**src/hdl/imu_motion_event_classifier_defines.svh**
```systemverilog
// Assertion macros for the IMU motion event classifier.
// They expect clk and arst_n in the scope that uses them; no other dependencies.
`ifndef IMU_MOTION_EVENT_CLASSIFIER_DEFINES_SVH
`define IMU_MOTION_EVENT_CLASSIFIER_DEFINES_SVH

// Same-cycle implication, checked on the rising clock edge outside reset.
`define IMC_ASSERT_IMP(label, ante, cons, msg) \
	label: assert property (@(posedge clk) disable iff (!arst_n) (ante) |-> (cons)) \
		else $error(msg);

// Next-cycle implication, checked on the rising clock edge outside reset.
`define IMC_ASSERT_NXT(label, ante, cons, msg) \
	label: assert property (@(posedge clk) disable iff (!arst_n) (ante) |=> (cons)) \
		else $error(msg);

`endif

```
**src/hdl/imc_pkg.sv**
```systemverilog
// Shared types and constants of the IMU motion event classifier.
// Used by the stream payloads, the controller, the datapath and the top level.
`default_nettype none

package imc_pkg;

	// Configuration port.
	localparam int CFG_IDX_W  = 3;
	localparam int CFG_DATA_W = 24;

	localparam logic [CFG_IDX_W-1:0] REG_MOVE_DELTA   = 3'd0;
	localparam logic [CFG_IDX_W-1:0] REG_SHAKE_GYRO   = 3'd1;
	localparam logic [CFG_IDX_W-1:0] REG_PICKUP_DELTA = 3'd2;
	localparam logic [CFG_IDX_W-1:0] REG_COOLDOWN_MS  = 3'd3;
	localparam logic [CFG_IDX_W-1:0] REG_STILL_MS     = 3'd4;

	localparam logic [15:0] RST_MOVE_DELTA   = 16'd328;
	localparam logic [15:0] RST_SHAKE_GYRO   = 16'd8192;
	localparam logic [15:0] RST_PICKUP_DELTA = 16'd1229;
	localparam logic [15:0] RST_COOLDOWN_MS  = 16'd800;
	localparam logic [23:0] RST_STILL_MS     = 24'd60000;

	// Event codes.
	localparam logic [2:0] EV_NONE   = 3'd0;
	localparam logic [2:0] EV_SHAKE  = 3'd1;
	localparam logic [2:0] EV_PICKUP = 3'd2;
	localparam logic [2:0] EV_MOTION = 3'd3;
	localparam logic [2:0] EV_STILL  = 3'd4;

	// Magnitude and axis selects for the shared square and root unit.
	localparam logic [1:0] MAG_ACCEL = 2'd0;
	localparam logic [1:0] MAG_GYRO  = 2'd1;
	localparam logic [1:0] MAG_PREV  = 2'd2;

	localparam logic [1:0] AXIS_X = 2'd0;
	localparam logic [1:0] AXIS_Y = 2'd1;
	localparam logic [1:0] AXIS_Z = 2'd2;

	// One root bit per step over a 32-bit sum of squares.
	localparam int ROOT_STEPS = 16;
	localparam int ROOT_CNT_W = $clog2(ROOT_STEPS);

	// 1 g in Q3.12.
	localparam logic [15:0] ONE_G_Q12 = 16'd4096;

	// floor(x / 5) = (x * DIV5_RECIP) >> DIV5_SHIFT, exact for x below 2^22.
	localparam logic [19:0] DIV5_RECIP = 20'd838861;
	localparam int          DIV5_SHIFT = 22;

	typedef struct packed {
		logic signed [15:0] accel_x;
		logic signed [15:0] accel_y;
		logic signed [15:0] accel_z;
		logic signed [15:0] gyro_x;
		logic signed [15:0] gyro_y;
		logic signed [15:0] gyro_z;
		logic        [31:0] now_ms;
		logic               restart;
	} imc_sample_t;

	typedef struct packed {
		logic [2:0] event_res;
	} imc_result_t;

	// Commands from the controller to the datapath.
	typedef struct packed {
		logic       load;
		logic       acc_en;
		logic       acc_clr;
		logic       root_step;
		logic       mag_save;
		logic       commit;
		logic [1:0] mag_sel;
		logic [1:0] axis_sel;
	} imc_cmd_t;

	// Status from the datapath to the controller.
	typedef struct packed {
		logic short_path;
		logic out_busy;
	} imc_status_t;

endpackage

`default_nettype wire

```
**src/hdl/imc_stream_if.sv**
```systemverilog
// Valid/ready stream channel used for the sample and result words.
// The payload type is a parameter; no other dependencies.
`default_nettype none

interface imc_stream_if #(
	parameter type payload_t = logic
);
	logic     valid;
	logic     ready;
	payload_t payload;

	modport source (output valid, output payload, input ready);
	modport sink (input valid, input payload, output ready);
endinterface

`default_nettype wire

```
**src/hdl/imc_ctrl.sv**
```systemverilog
// Sequencing state machine of the IMU motion event classifier.
// Depends on imc_pkg for the command and status structs.
`default_nettype none

module imc_ctrl
	import imc_pkg::*;
(
	input  wire logic        clk,
	input  wire logic        arst_n,
	input  wire logic        in_valid,
	output logic             in_ready,
	input  wire imc_status_t status,
	output imc_cmd_t         cmd
);

	localparam logic [2:0] S_IDLE     = 3'd0;
	localparam logic [2:0] S_DISPATCH = 3'd1;
	localparam logic [2:0] S_SQ       = 3'd2;
	localparam logic [2:0] S_ROOT     = 3'd3;
	localparam logic [2:0] S_SAVE     = 3'd4;
	localparam logic [2:0] S_DECIDE   = 3'd5;

	localparam logic [ROOT_CNT_W-1:0] ROOT_LAST = ROOT_CNT_W'(ROOT_STEPS - 1);

	logic [2:0]            state_q, state_d;
	logic [1:0]            mag_q;
	logic [1:0]            axis_q;
	logic [ROOT_CNT_W-1:0] bit_q;

	always_comb begin
		state_d      = state_q;
		in_ready     = 1'b0;
		cmd          = '0;
		cmd.mag_sel  = mag_q;
		cmd.axis_sel = axis_q;
		case (state_q)
			S_IDLE: begin
				in_ready = 1'b1;
				if (in_valid) begin
					cmd.load = 1'b1;
					state_d  = S_DISPATCH;
				end
			end
			S_DISPATCH: begin
				state_d = status.short_path ? S_DECIDE : S_SQ;
			end
			S_SQ: begin
				cmd.acc_en  = 1'b1;
				cmd.acc_clr = (axis_q == AXIS_X);
				if (axis_q == AXIS_Z) begin
					state_d = S_ROOT;
				end
			end
			S_ROOT: begin
				cmd.root_step = 1'b1;
				if (bit_q == ROOT_LAST) begin
					state_d = S_SAVE;
				end
			end
			S_SAVE: begin
				cmd.mag_save = 1'b1;
				state_d      = (mag_q == MAG_PREV) ? S_DECIDE : S_SQ;
			end
			S_DECIDE: begin
				if (!status.out_busy) begin
					cmd.commit = 1'b1;
					state_d    = S_IDLE;
				end
			end
			default: begin
				state_d = S_IDLE;
			end
		endcase
	end

	always_ff @(posedge clk or negedge arst_n) begin
		if (!arst_n) begin
			state_q <= S_IDLE;
			mag_q   <= MAG_ACCEL;
			axis_q  <= AXIS_X;
			bit_q   <= '0;
		end else begin
			state_q <= state_d;
			case (state_q)
				S_DISPATCH: begin
					mag_q  <= MAG_ACCEL;
					axis_q <= AXIS_X;
				end
				S_SQ: begin
					axis_q <= axis_q + 2'd1;
					bit_q  <= '0;
				end
				S_ROOT: begin
					bit_q <= bit_q + 1'b1;
				end
				S_SAVE: begin
					mag_q  <= mag_q + 2'd1;
					axis_q <= AXIS_X;
				end
				default: begin
				end
			endcase
		end
	end

endmodule

`default_nettype wire

```
**src/hdl/imc_datapath.sv**
```systemverilog
// Datapath of the IMU motion event classifier: sample and history registers,
// shared squarer and bit-serial square root, event decision and result register.
// Depends on imc_pkg for payload, command and status types and constants.
`default_nettype none

module imc_datapath
	import imc_pkg::*;
(
	input  wire logic                  clk,
	input  wire logic                  arst_n,
	input  wire imc_cmd_t              cmd,
	output imc_status_t                status,
	input  wire imc_sample_t           sample_word,
	input  wire logic                  out_ready,
	output logic                       out_valid,
	output imc_result_t                out_word,
	input  wire logic                  cfg_we,
	input  wire logic [CFG_IDX_W-1:0]  cfg_index,
	input  wire logic [CFG_DATA_W-1:0] cfg_data
);

	// Configuration registers.
	logic [15:0] move_delta_q;
	logic [15:0] shake_gyro_q;
	logic [15:0] pickup_delta_q;
	logic [15:0] cooldown_ms_q;
	logic [23:0] still_ms_q;

	// Latched sample.
	imc_sample_t smp_q;

	// History.
	logic signed [15:0] prev_x_q, prev_y_q, prev_z_q;
	logic               have_prev_q;
	logic        [31:0] last_motion_q;
	logic        [31:0] cool_until_q;
	logic               still_rep_q;

	// Arithmetic.
	logic        [31:0] acc_q;
	logic        [16:0] rem_q;
	logic        [15:0] root_q;
	logic        [15:0] amag_q, gmag_q, pmag_q;
	logic        [16:0] thr_q;
	logic               out_valid_q;
	logic        [2:0]  ev_q;

	logic signed [15:0] sq_op;
	logic signed [31:0] sq_full;
	logic        [18:0] rem_sh, trial, rem_sub;
	logic               root_ge;
	logic        [19:0] nine_md;
	logic        [39:0] thr_prod;

	logic        [16:0] mag_diff;
	logic        [15:0] mag_delta;
	logic        [17:0] axis_delta;
	logic        [15:0] g_dev;
	logic        [31:0] quiet;
	logic        [31:0] cool_next;
	logic               moved, cool_active, shake_hit, pick_hit, still_hit;
	logic        [2:0]  ev_d;

	function automatic logic [15:0] absdiff16(input logic signed [15:0] a,
		input logic signed [15:0] b);
		logic [16:0] d;
		d = {a[15], a} - {b[15], b};
		return d[16] ? 16'(-d) : d[15:0];
	endfunction

	// Square operand for the current magnitude and axis.
	always_comb begin
		sq_op = '0;
		case (cmd.mag_sel)
			MAG_ACCEL: begin
				case (cmd.axis_sel)
					AXIS_X:  sq_op = smp_q.accel_x;
					AXIS_Y:  sq_op = smp_q.accel_y;
					AXIS_Z:  sq_op = smp_q.accel_z;
					default: sq_op = '0;
				endcase
			end
			MAG_GYRO: begin
				case (cmd.axis_sel)
					AXIS_X:  sq_op = smp_q.gyro_x;
					AXIS_Y:  sq_op = smp_q.gyro_y;
					AXIS_Z:  sq_op = smp_q.gyro_z;
					default: sq_op = '0;
				endcase
			end
			MAG_PREV: begin
				case (cmd.axis_sel)
					AXIS_X:  sq_op = prev_x_q;
					AXIS_Y:  sq_op = prev_y_q;
					AXIS_Z:  sq_op = prev_z_q;
					default: sq_op = '0;
				endcase
			end
			default: sq_op = '0;
		endcase
	end

	assign sq_full = sq_op * sq_op;

	// One root bit per step: bring down two bits of the sum, try (root << 2) | 1.
	assign rem_sh  = {rem_q, acc_q[31:30]};
	assign trial   = {1'b0, root_q, 2'b01};
	assign root_ge = (rem_sh >= trial);
	assign rem_sub = rem_sh - trial;

	// Axis threshold floor(9 * move_delta / 5).
	assign nine_md  = {1'b0, move_delta_q, 3'b000} + {4'd0, move_delta_q};
	assign thr_prod = nine_md * DIV5_RECIP;

	// Decision terms.
	assign mag_diff   = {1'b0, amag_q} - {1'b0, pmag_q};
	assign mag_delta  = mag_diff[16] ? 16'(-mag_diff) : mag_diff[15:0];
	assign axis_delta = {2'b00, absdiff16(smp_q.accel_x, prev_x_q)}
		+ {2'b00, absdiff16(smp_q.accel_y, prev_y_q)}
		+ {2'b00, absdiff16(smp_q.accel_z, prev_z_q)};
	assign g_dev      = (amag_q >= ONE_G_Q12) ? (amag_q - ONE_G_Q12) : (ONE_G_Q12 - amag_q);
	assign moved      = (mag_delta >= move_delta_q) || (axis_delta >= {1'b0, thr_q});
	assign cool_active = (smp_q.now_ms < cool_until_q);
	assign shake_hit  = (gmag_q >= shake_gyro_q);
	assign pick_hit   = (g_dev >= pickup_delta_q);
	assign quiet      = smp_q.now_ms - last_motion_q;
	assign still_hit  = !still_rep_q && (quiet >= {8'd0, still_ms_q});
	assign cool_next  = smp_q.now_ms + {16'd0, cooldown_ms_q};

	// Restart, first sample, cooldown: no event; else shake, pickup, motion, still long.
	always_comb begin
		if (smp_q.restart || !have_prev_q || cool_active) begin
			ev_d = EV_NONE;
		end else if (shake_hit) begin
			ev_d = EV_SHAKE;
		end else if (pick_hit) begin
			ev_d = EV_PICKUP;
		end else if (moved) begin
			ev_d = EV_MOTION;
		end else if (still_hit) begin
			ev_d = EV_STILL;
		end else begin
			ev_d = EV_NONE;
		end
	end

	assign status.short_path = smp_q.restart || !have_prev_q;
	assign status.out_busy   = out_valid_q && !out_ready;

	assign out_valid          = out_valid_q;
	assign out_word.event_res = ev_q;

	always_ff @(posedge clk or negedge arst_n) begin
		if (!arst_n) begin
			move_delta_q   <= RST_MOVE_DELTA;
			shake_gyro_q   <= RST_SHAKE_GYRO;
			pickup_delta_q <= RST_PICKUP_DELTA;
			cooldown_ms_q  <= RST_COOLDOWN_MS;
			still_ms_q     <= RST_STILL_MS;
		end else if (cfg_we) begin
			case (cfg_index)
				REG_MOVE_DELTA:   move_delta_q   <= cfg_data[15:0];
				REG_SHAKE_GYRO:   shake_gyro_q   <= cfg_data[15:0];
				REG_PICKUP_DELTA: pickup_delta_q <= cfg_data[15:0];
				REG_COOLDOWN_MS:  cooldown_ms_q  <= cfg_data[15:0];
				REG_STILL_MS:     still_ms_q     <= cfg_data[23:0];
				default: begin
				end
			endcase
		end
	end

	// Payload registers of the arithmetic.
	always_ff @(posedge clk) begin
		if (cmd.load) begin
			smp_q <= sample_word;
			thr_q <= thr_prod[DIV5_SHIFT+16:DIV5_SHIFT];
		end
		if (cmd.acc_en) begin
			acc_q <= (cmd.acc_clr ? 32'd0 : acc_q) + unsigned'(sq_full);
		end else if (cmd.root_step) begin
			acc_q <= {acc_q[29:0], 2'b00};
		end
		if (cmd.acc_en && cmd.acc_clr) begin
			rem_q  <= '0;
			root_q <= '0;
		end else if (cmd.root_step) begin
			rem_q  <= root_ge ? rem_sub[16:0] : rem_sh[16:0];
			root_q <= {root_q[14:0], root_ge};
		end
		if (cmd.mag_save) begin
			case (cmd.mag_sel)
				MAG_ACCEL: amag_q <= root_q;
				MAG_GYRO:  gmag_q <= root_q;
				MAG_PREV:  pmag_q <= root_q;
				default: begin
				end
			endcase
		end
	end

	// History and result register.
	always_ff @(posedge clk or negedge arst_n) begin
		if (!arst_n) begin
			prev_x_q      <= '0;
			prev_y_q      <= '0;
			prev_z_q      <= '0;
			have_prev_q   <= 1'b0;
			last_motion_q <= '0;
			cool_until_q  <= '0;
			still_rep_q   <= 1'b0;
			out_valid_q   <= 1'b0;
			ev_q          <= EV_NONE;
		end else begin
			if (cmd.commit) begin
				out_valid_q <= 1'b1;
			end else if (out_ready) begin
				out_valid_q <= 1'b0;
			end
			if (cmd.commit) begin
				ev_q <= ev_d;
				if (smp_q.restart) begin
					prev_x_q      <= '0;
					prev_y_q      <= '0;
					prev_z_q      <= '0;
					have_prev_q   <= 1'b0;
					last_motion_q <= smp_q.now_ms;
					cool_until_q  <= '0;
					still_rep_q   <= 1'b0;
				end else if (!have_prev_q) begin
					prev_x_q      <= smp_q.accel_x;
					prev_y_q      <= smp_q.accel_y;
					prev_z_q      <= smp_q.accel_z;
					have_prev_q   <= 1'b1;
					last_motion_q <= smp_q.now_ms;
				end else begin
					prev_x_q <= smp_q.accel_x;
					prev_y_q <= smp_q.accel_y;
					prev_z_q <= smp_q.accel_z;
					if (moved) begin
						last_motion_q <= smp_q.now_ms;
						still_rep_q   <= 1'b0;
					end else if (ev_d == EV_STILL) begin
						still_rep_q <= 1'b1;
					end
					if (ev_d inside {EV_SHAKE, EV_PICKUP, EV_MOTION}) begin
						cool_until_q <= cool_next;
					end
				end
			end
		end
	end

endmodule

`default_nettype wire

```
**src/hdl/imu_motion_event_classifier.sv**
```systemverilog
// A restart or first sample goes from its dispatch state straight to the decision state;
// any other sample passes dispatch, three magnitudes on the shared squarer and
// one-bit-per-cycle square root, and the decision, which waits while the old word is held.
// New samples wait for the last commit; each such sample runs the 16-step root thrice.
// Reset: arst_n clears history, control and the result register, and loads register defaults.
`default_nettype none
`include "imu_motion_event_classifier_defines.svh"

// Top level. The sample channel is taken only while the controller is idle, so
// one sample is in work at a time. A finished result word sits in the datapath's
// output register; the next sample may be accepted while it waits, and the
// controller holds in its decision state only if the old word is still there
// when the new result is ready to be written.
//
// Configuration writes land directly in the datapath's registers. Writes with
// an index outside the register list are dropped.
module imu_motion_event_classifier
	import imc_pkg::*;
(
	input  wire logic                  clk,
	input  wire logic                  arst_n,
	imc_stream_if.sink                 sample,
	imc_stream_if.source               result,
	input  wire logic                  cfg_we,
	input  wire logic [CFG_IDX_W-1:0]  cfg_index,
	input  wire logic [CFG_DATA_W-1:0] cfg_data
);

	imc_cmd_t    cmd_w;
	imc_status_t status_w;
	imc_result_t result_word;

	// The controller walks each sample through dispatch, the three magnitude passes
	// (accel, gyro, previous accel; skipped for a restart or first sample) and the decision.
	imc_ctrl u_ctrl (
		.clk      (clk),
		.arst_n   (arst_n),
		.in_valid (sample.valid),
		.in_ready (sample.ready),
		.status   (status_w),
		.cmd      (cmd_w)
	);

	// The datapath holds the sample, the history, the shared arithmetic and the
	// result register; it sees only the commands and reports back its status.
	imc_datapath u_dp (
		.clk         (clk),
		.arst_n      (arst_n),
		.cmd         (cmd_w),
		.status      (status_w),
		.sample_word (sample.payload),
		.out_ready   (result.ready),
		.out_valid   (result.valid),
		.out_word    (result_word),
		.cfg_we      (cfg_we),
		.cfg_index   (cfg_index),
		.cfg_data    (cfg_data)
	);

	assign result.payload = result_word;

	// After a sample word is taken the controller is not ready in the next cycle.
	`IMC_ASSERT_NXT(a_busy_after_accept, sample.valid && sample.ready, !sample.ready, "sample taken while busy")

	// A new result is only written when the output register is free or being emptied.
	`IMC_ASSERT_IMP(a_commit_slot_free, cmd_w.commit, !result.valid || result.ready, "result overwritten")

	// The output register only fills through a commit.
	`IMC_ASSERT_IMP(a_valid_from_commit, $rose(result.valid), $past(cmd_w.commit), "result without commit")

	// Event codes stay within the defined set.
	`IMC_ASSERT_IMP(a_event_range, result.valid, result.payload.event_res <= EV_STILL, "bad event code")

endmodule

`default_nettype wire

```
**src/flat_wrapper.sv**
```systemverilog
// flat-port wrapper written by rule: the top's interface ports become plain ports
module imu_motion_event_classifier_flat import imc_pkg::*;
  (clk, arst_n, cfg_we, cfg_index, cfg_data, sample_valid, sample_payload, sample_ready, result_valid, result_payload, result_ready);
  imc_stream_if #(.payload_t(imc_sample_t)) sample_i ();
  imc_stream_if #(.payload_t(imc_result_t)) result_i ();
  input  wire logic clk;
  input  wire logic arst_n;
  input  wire logic cfg_we;
  input  wire logic [CFG_IDX_W-1:0] cfg_index;
  input  wire logic [CFG_DATA_W-1:0] cfg_data;
  input wire logic [$bits(sample_i.valid)-1:0] sample_valid;
  input wire logic [$bits(sample_i.payload)-1:0] sample_payload;
  output wire logic [$bits(sample_i.ready)-1:0] sample_ready;
  output wire logic [$bits(result_i.valid)-1:0] result_valid;
  output wire logic [$bits(result_i.payload)-1:0] result_payload;
  input wire logic [$bits(result_i.ready)-1:0] result_ready;
  assign sample_i.valid = sample_valid;
  assign sample_i.payload = sample_payload;
  assign sample_ready = sample_i.ready;
  assign result_valid = result_i.valid;
  assign result_payload = result_i.payload;
  assign result_i.ready = result_ready;
  imu_motion_event_classifier u_core (.clk(clk), .arst_n(arst_n), .sample(sample_i), .result(result_i), .cfg_we(cfg_we), .cfg_index(cfg_index), .cfg_data(cfg_data));
endmodule
```
**config.mk**
```make
export PLATFORM = sky130hd
export DESIGN_NAME = imu_motion_event_classifier_flat
export DESIGN_NICKNAME = d
export VERILOG_FILES = /design/src/hdl/imc_pkg.sv /design/src/hdl/imc_stream_if.sv /design/src/hdl/imc_ctrl.sv /design/src/hdl/imc_datapath.sv /design/src/hdl/imu_motion_event_classifier.sv /design/src/flat_wrapper.sv
export VERILOG_INCLUDE_DIRS = /design/src /design/src/hdl
export SDC_FILE = /design/constraint.sdc
export NUM_CORES = 2
export LEC_CHECK = 0
export ABC_AREA = 0
export BUFFER_PORTS_ARGS = -buffer_cell sky130_fd_sc_hd__buf_2
export CORE_MARGIN = 5
export CORE_UTILIZATION = 30
export CTS_CLUSTER_DIAMETER = 50
export DETAILED_ROUTE_END_ITERATION = 8
export HOLD_SLACK_MARGIN = 0.03
export SYNTH_ARGS = -nofsm -noshare
export SYNTH_HDL_FRONTEND = slang
export SYNTH_SLANG_ARGS = --single-unit
```
**constraint.sdc**
```tcl
create_clock -name clk -period 11.27 [get_ports clk]
set_clock_uncertainty 0.2 [all_clocks]
set_input_delay 0.5635 -clock clk [delete_from_list [all_inputs] [get_ports clk]]
set_output_delay 0.5635 -clock clk [all_outputs]
set_load 0.005 [all_outputs]
```
After elaboration in Yosys (flattened, before gate mapping):

Cells that the tools add are included.

* register bits after elaboration: 476
* bits of input ports: 161
* output and inout bits: 5
* word-level logic and storage cells: 173

* $add $sub $neg: 20
* multiply operators: 2
* order comparisons: 8
* equality and inequality tests: 23
* muxes and demuxes: 52
* reduce and logical (&&, ||, !) cells: 35

Operators by type and width (number)
* 32-bit 2-to-1 mux: 9
* 16-bit one-hot mux with 3 select lines: 4
* 16-bit 2-to-1 mux: 8
* 16-bit by 16-bit subtractor with 17-bit output: 4
* 16-bit negation: 4
* 16-bit greater-or-equal comparator: 3
* 20-bit by 20-bit multiplier with 39-bit output, second input constant: 1
* 3-bit 2-to-1 mux: 11
* 32-bit by 16-bit adder with 32-bit output: 1
* 32-bit adder: 1
* 32-bit by 24-bit greater-or-equal comparator with 1-bit output: 1
* 32-bit < comparator: 1
* 16-bit by 16-bit multiplier with 32-bit output: 1
* 32-bit subtractor: 1
* 19-bit by 16-bit adder with 20-bit output: 1
* 19-bit by 18-bit greater-or-equal comparator with 1-bit output: 1
* 17-bit by 16-bit adder with 18-bit output: 1
* 3-bit by 2-bit == test with 1-bit output, second input constant: 6
* 18-bit by 17-bit greater-or-equal comparator with 1-bit output: 1
* 3-bit one-hot mux with 6 select lines: 1
* 2-bit AND reduction: 9
* 16-bit by 16-bit adder with 17-bit output: 1
* 17-bit 2-to-1 mux: 1
* 17-bit subtractor: 1
* other kinds (26): 67

Depth between registers and ports, before layout:

* word-level depth: 16
* depth in mapped cells: 37
* gate-level depth less buffers: 35

Modules after synthesis:

A second synthesis with hierarchy kept.

* cell total of the unflattened synthesis: 4911
* area, all modules: 47646.9 sq um

By module, submodules not included
* imc_datapath: instances 1, cells each 4829, area an instance 46960.0 sq um, seq. area each 12627.1 sq um
* imc_ctrl: instances 1, cells each 82, area an instance 686.9 sq um, seq. area each 275.3 sq um

Worst setup path after synthesis:

No wires, ideal clock.

* path kind: register -> register
* from: register u_core.u_dp.move_delta_q[0]
* to: register u_core.u_dp.thr_q[7] (data pin)
* library setup time: 266 ps
* arrival: 7798 ps
* required time: 10804 ps
* setup slack: 3007 ps
* cell stages (with the launch flop): 35
* path buffers: 0
* period minus slack after synthesis: 8263 ps
* cells stage by stage: dfrtp_1 > ha_1 > fa_1 > a21o_1 > a21oi_1 > o21bai_1 > a21o_1 > a21oi_1 > o211ai_1 > a31oi_1 > nor2_1 > xnor2_1 > ha_1 > inv_1 > fa_1 > inv_1 > ha_1 > inv_1 > fa_1 > fa_1 > inv_1 > fa_1 > inv_1 > fa_1 > inv_1 > ha_1 > a21o_1 > a221o_1 > a21oi_1 > o221ai_1 > a21oi_1 > o21ai_0 > nor4_1 > nor3_1 > xor2_1

* longest elaborated chain between the ends: 2

RTL lines
* start: declaration: RTL line imc_datapath.sv:23 `logic [15:0] move_delta_q;`
* start signal: assignment: RTL line imc_datapath.sv:162 `REG_MOVE_DELTA: move_delta_q <= cfg_data[15:0];`
* 19-bit by 16-bit adder with 20-bit output: RTL line imc_datapath.sv:112 `assign nine_md = {1'b0, move_delta_q, 3'b000} + {4'd0, move_delta_q};`
* 20-bit by 20-bit multiplier with 39-bit output: RTL line imc_datapath.sv:113 `assign thr_prod = nine_md * DIV5_RECIP;`
* named net u_core.u_dp.thr_prod[29]: RTL line imc_datapath.sv:53 `logic [39:0] thr_prod;`
* end signal: assignment: RTL line imc_datapath.sv:177 `thr_q <= thr_prod[DIV5_SHIFT+16:DIV5_SHIFT];`
* end: declaration: RTL line imc_datapath.sv:44 `logic [16:0] thr_q;`

The timed path passes the listed nets, and every way through them passes these cells.
A chain may end at the register's enable or synchronous reset.

Worst setup path in the final report:

* from: register u_core.u_ctrl.axis_q[0]
* to: register u_core.u_dp.acc_q[30] (data pin)

* longest elaborated chain between the ends: 6
* elaborated cells on any way between the ends: 12
* those cells by class: add/sub (1); mul (1); eq/ne (2); mux (7); reduce/logical (1)

RTL lines
* start: declaration: RTL line imc_ctrl.sv:27 `logic [1:0] axis_q;`
* start signal: assignment: RTL line imc_ctrl.sv:90 `axis_q <= axis_q + 2'd1;`
* 2-bit == test (tied with other cells): RTL line imc_datapath.sv:76, imc_datapath.sv:84, imc_datapath.sv:92
* 16-bit one-hot mux with 3 select lines, on equally long branches: RTL line imc_datapath.sv:92, imc_datapath.sv:76, imc_datapath.sv:84
* 16-bit one-hot mux with 3 select lines: RTL line imc_datapath.sv:74 `case (cmd.mag_sel)`
* 16-bit by 16-bit multiplier with 32-bit output: RTL line imc_datapath.sv:103 `assign sq_full = sq_op * sq_op;`
* 32-bit adder (*): RTL line imc_datapath.sv:180 `acc_q <= (cmd.acc_clr ? 32'd0 : acc_q) + unsigned'(sq_full);`
* 32-bit 2-to-1 mux (*): RTL line imc_datapath.sv:179 `if (cmd.acc_en) begin`
* end signal: assignment: RTL line imc_datapath.sv:180
* end signal: assignment: RTL line imc_datapath.sv:182 `acc_q <= {acc_q[29:0], 2'b00};`
* end: declaration: RTL line imc_datapath.sv:40 `logic [31:0] acc_q;`

Every way passes the cells marked *; elsewhere a longest branch is shown, timed or not.

==> impl_metrics.ini <==
[logic_synthesis]
synthTopCellsByArea = fa_1, ha_1, edfxtp_1
ys.flop_type = edfxtp_1
async_reset_ff_frac = 0.456
yosysSeqAreaShare = 0.271
ys_ff_latch = 476
synth_edf_count = 226
postSynthCellCount = 4973
yosys_warnings = 0
synthDistinctLibCells = 93
syn_area_um2 = 47600
synth_top_area_frac = 0.181
syn_area_per_cell_um2 = 9.58
synth_top_cell_by_area = fa_1
syn_nets = 6156

[cells_and_area]
drive_above_1_share = 0.0780
final_common_cell = inv_1
finish.utilization = 0.346
most-common-layout-cells = inv_1, ha_1, fa_1
antenna_cells = 0
syn_to_final_growth_pct = 14.8
final_nets = 6459

[hold_path]
hold_start = cfg_data[13]
hp-class = input port to register

[sta]
slew_viol_final = 0
fin_crit_sh = 0.849
rsz0062_at_grt = no
setup_violations = 0
tightestPinTransition_ps = 1070
relSlewSlack = 0.288
fin_setup_tns_ps = 0
min_period_ps = 9570
hold_violations = 0
finalWorstSetupSlack_ps = 1700
clock.fmax_mhz = 105

[drt]
drc_errors = 0
drt_pass1_iterations = 9
drtAntennaViolNets = 0
wl_per_cell_um = 17.5
avgViaCountPerCell = 4.87
drt-initial-drc-count = 2797
routed_wl_um = 129000
vias = 36100

[clock_tree]
postCtsSetupBuffers = 0
clk_pin_slew_ps = 60
numCtsBuffers = 69
cts_tree = done
cts_max_level = 3
clockBufferDepth = 3
cts_sinks = 476
clk-insertion-delay-late_ps = 670
clockRootBuffer = clkbuf_16

[floorplanning]
start_util = 0.301
rows = 146
die_area_um2 = 167000
dieWidth_um = 408
core_um2 = 158000
num_io_pins = 166
die_h_um = 408

[global_routing]
track_usage = 0.154
antenna_found_initial = 1
grt_pass1_vias = 36700
grt_max_degree = 91
grt_pass1_wl_um = 205000
grt_overflow = 0

[placed_design]
post-place-ws_ps = 1890
gp_congestion = 0.940
hpwlAfterDp_um = 102000
portBuffers = 165

[critical_path]
critPathKind = register to register
crit_path_start = u_core.u_ctrl.axis_q[0]$_DFFE_PN0P_
crit_fanout = 49
slowest_stage = ha_2
critPathRequiredTime_ps = 11460
cp-end-kind = register
cp-start-kind = register
worstPathArrival_ps = 9760
critPathMaxStageDelay_ps = 900
reg2reg_from = u_core.u_ctrl.axis_q[0]$_DFFE_PN0P_

[outcome]
status = complete, no violations

[job]
max_cap_violations = 0
-- area by class of cell --
class / instances / area, um2
fill: 15900 / 103000
multi-input combinational: 3462 / 30900
sequential: 476 / 12900
inverter: 925 / 3470
tap: 2072 / 2590
timing repair buffer: 342 / 2530
clock buffer: 77 / 1780
clock inverter: 51 / 517
-- cells in the mapped netlist (13+ instances only) --
library cell and count:
nand3b_1 49, o2111ai_1 13, ha_1 592, nand4_1 22, edfxtp_1 226, nand3_1 89, nor2_1 254, o21bai_1 19
o31ai_1 30, nand2_1 398, a31oi_1 39, and3_1 46, nand2b_1 66, dfxtp_1 33, xor2_1 87, a211oi_1 42
or2_2 14, a21o_1 79, a222oi_1 48, o21a_1 45, a21oi_1 214, or3_1 23, dfstp_2 20, o21ai_0 274
dfrtp_1 197, xnor2_1 167, clkbuf_1 88, nor3_1 77, nor2b_1 38, mux2_2 25, mux2i_1 45, o211ai_1 19
inv_1 925, and2_1 48, fa_1 430, a211o_1 14
-- stage by stage --
stage	hold WS, ps	cells	area (um2)
finish	79.0	7405	54700
global route	49.2	7405	54700
CTS	31.1	7405	54700
detailed placement	267	7129	50900
global placement	263	7129	50900
floorplan	67.9	4973	47600
-- sequential cells by signal, summed over array words and instances (netlist names), 17 cells and up --
register,flops
u_core.u_dp.acc_q,32
u_core.u_dp.still_ms_q,24
u_core.u_dp.last_motion_q,32
u_core.u_dp.cool_until_q,32
u_core.u_dp.smp_q,129
u_core.u_dp.thr_q,17
u_core.u_dp.rem_q,17
-- what timing repair did --
| item | in CTS | in global routing |
|---|---|---|
| hold buffers | 148 | 0 |
| endpoints found under the hold margin | 239 | 0 |
| gates resized for setup | 0 | 0 |
-- cells by family (layout without fill, tap and decap cells) --
kind of cell | count (synthesis) | after routing | synth area share
and+or+nand+nor | 1162 | 1162 | 0.117
DFF | 476 | 476 | 0.271
xor gates and xnor gates | 256 | 256 | 0.0477
buffers and inverters | 1035 | 1395 | 0.0827
adders and majority gates | 1022 | 1022 | 0.336
muxes | 72 | 72 | 0.0158
AOI/OAI and AO/OA | 950 | 950 | 0.129
-- critical path: cells and delay by family (launching register included) --
kind | cells | cell delay, ps
compound gates | 6 | 2500
fa+ha+maj | 8 | 4260
buf+inv | 6 | 670
flops | 1 | 420
mux | 1 | 240
simple gates | 5 | 990
-- routing by layer --
metal	GRT usage	share of wire	vias to the layer above
met5	0	0	-
met4	0.0427	0.028	0
met3	0.0280	0.061	199
met2	0.241	0.44	1027
met1	0.218	0.47	17500
li1	-	-	17300
-- path summary, 6_finish.rpt --
| kind | endpoint | slack, ps | depth (start not counted) |
|---|---|---|---|
| worst max-delay path | u_core.u_dp.acc_q[30]$_DFFE_PP_ | 1700 | 26 |
| worst min-delay path | u_core.u_dp.still_ms_q[13]$_DFFE_PN1P_ | 80 | 3 |
| worst max register to register | u_core.u_dp.acc_q[30]$_DFFE_PP_ | 1700 | 26 |
| worst min register to register | u_core.u_dp.rem_q[0]$_SDFFE_PP0P_ | 270 | 2 |
| max in group asynchronous | u_core.u_dp.prev_x_q[10]$_DFFE_PN0P_ | 8250 | 4 |
| min in group asynchronous | u_core.u_dp.cooldown_ms_q[2]$_DFFE_PN0P_ | 320 | 2 |
Power is not shown: default switching activity piles up to over one toggle a cycle in this logic, so the estimate is an artifact.
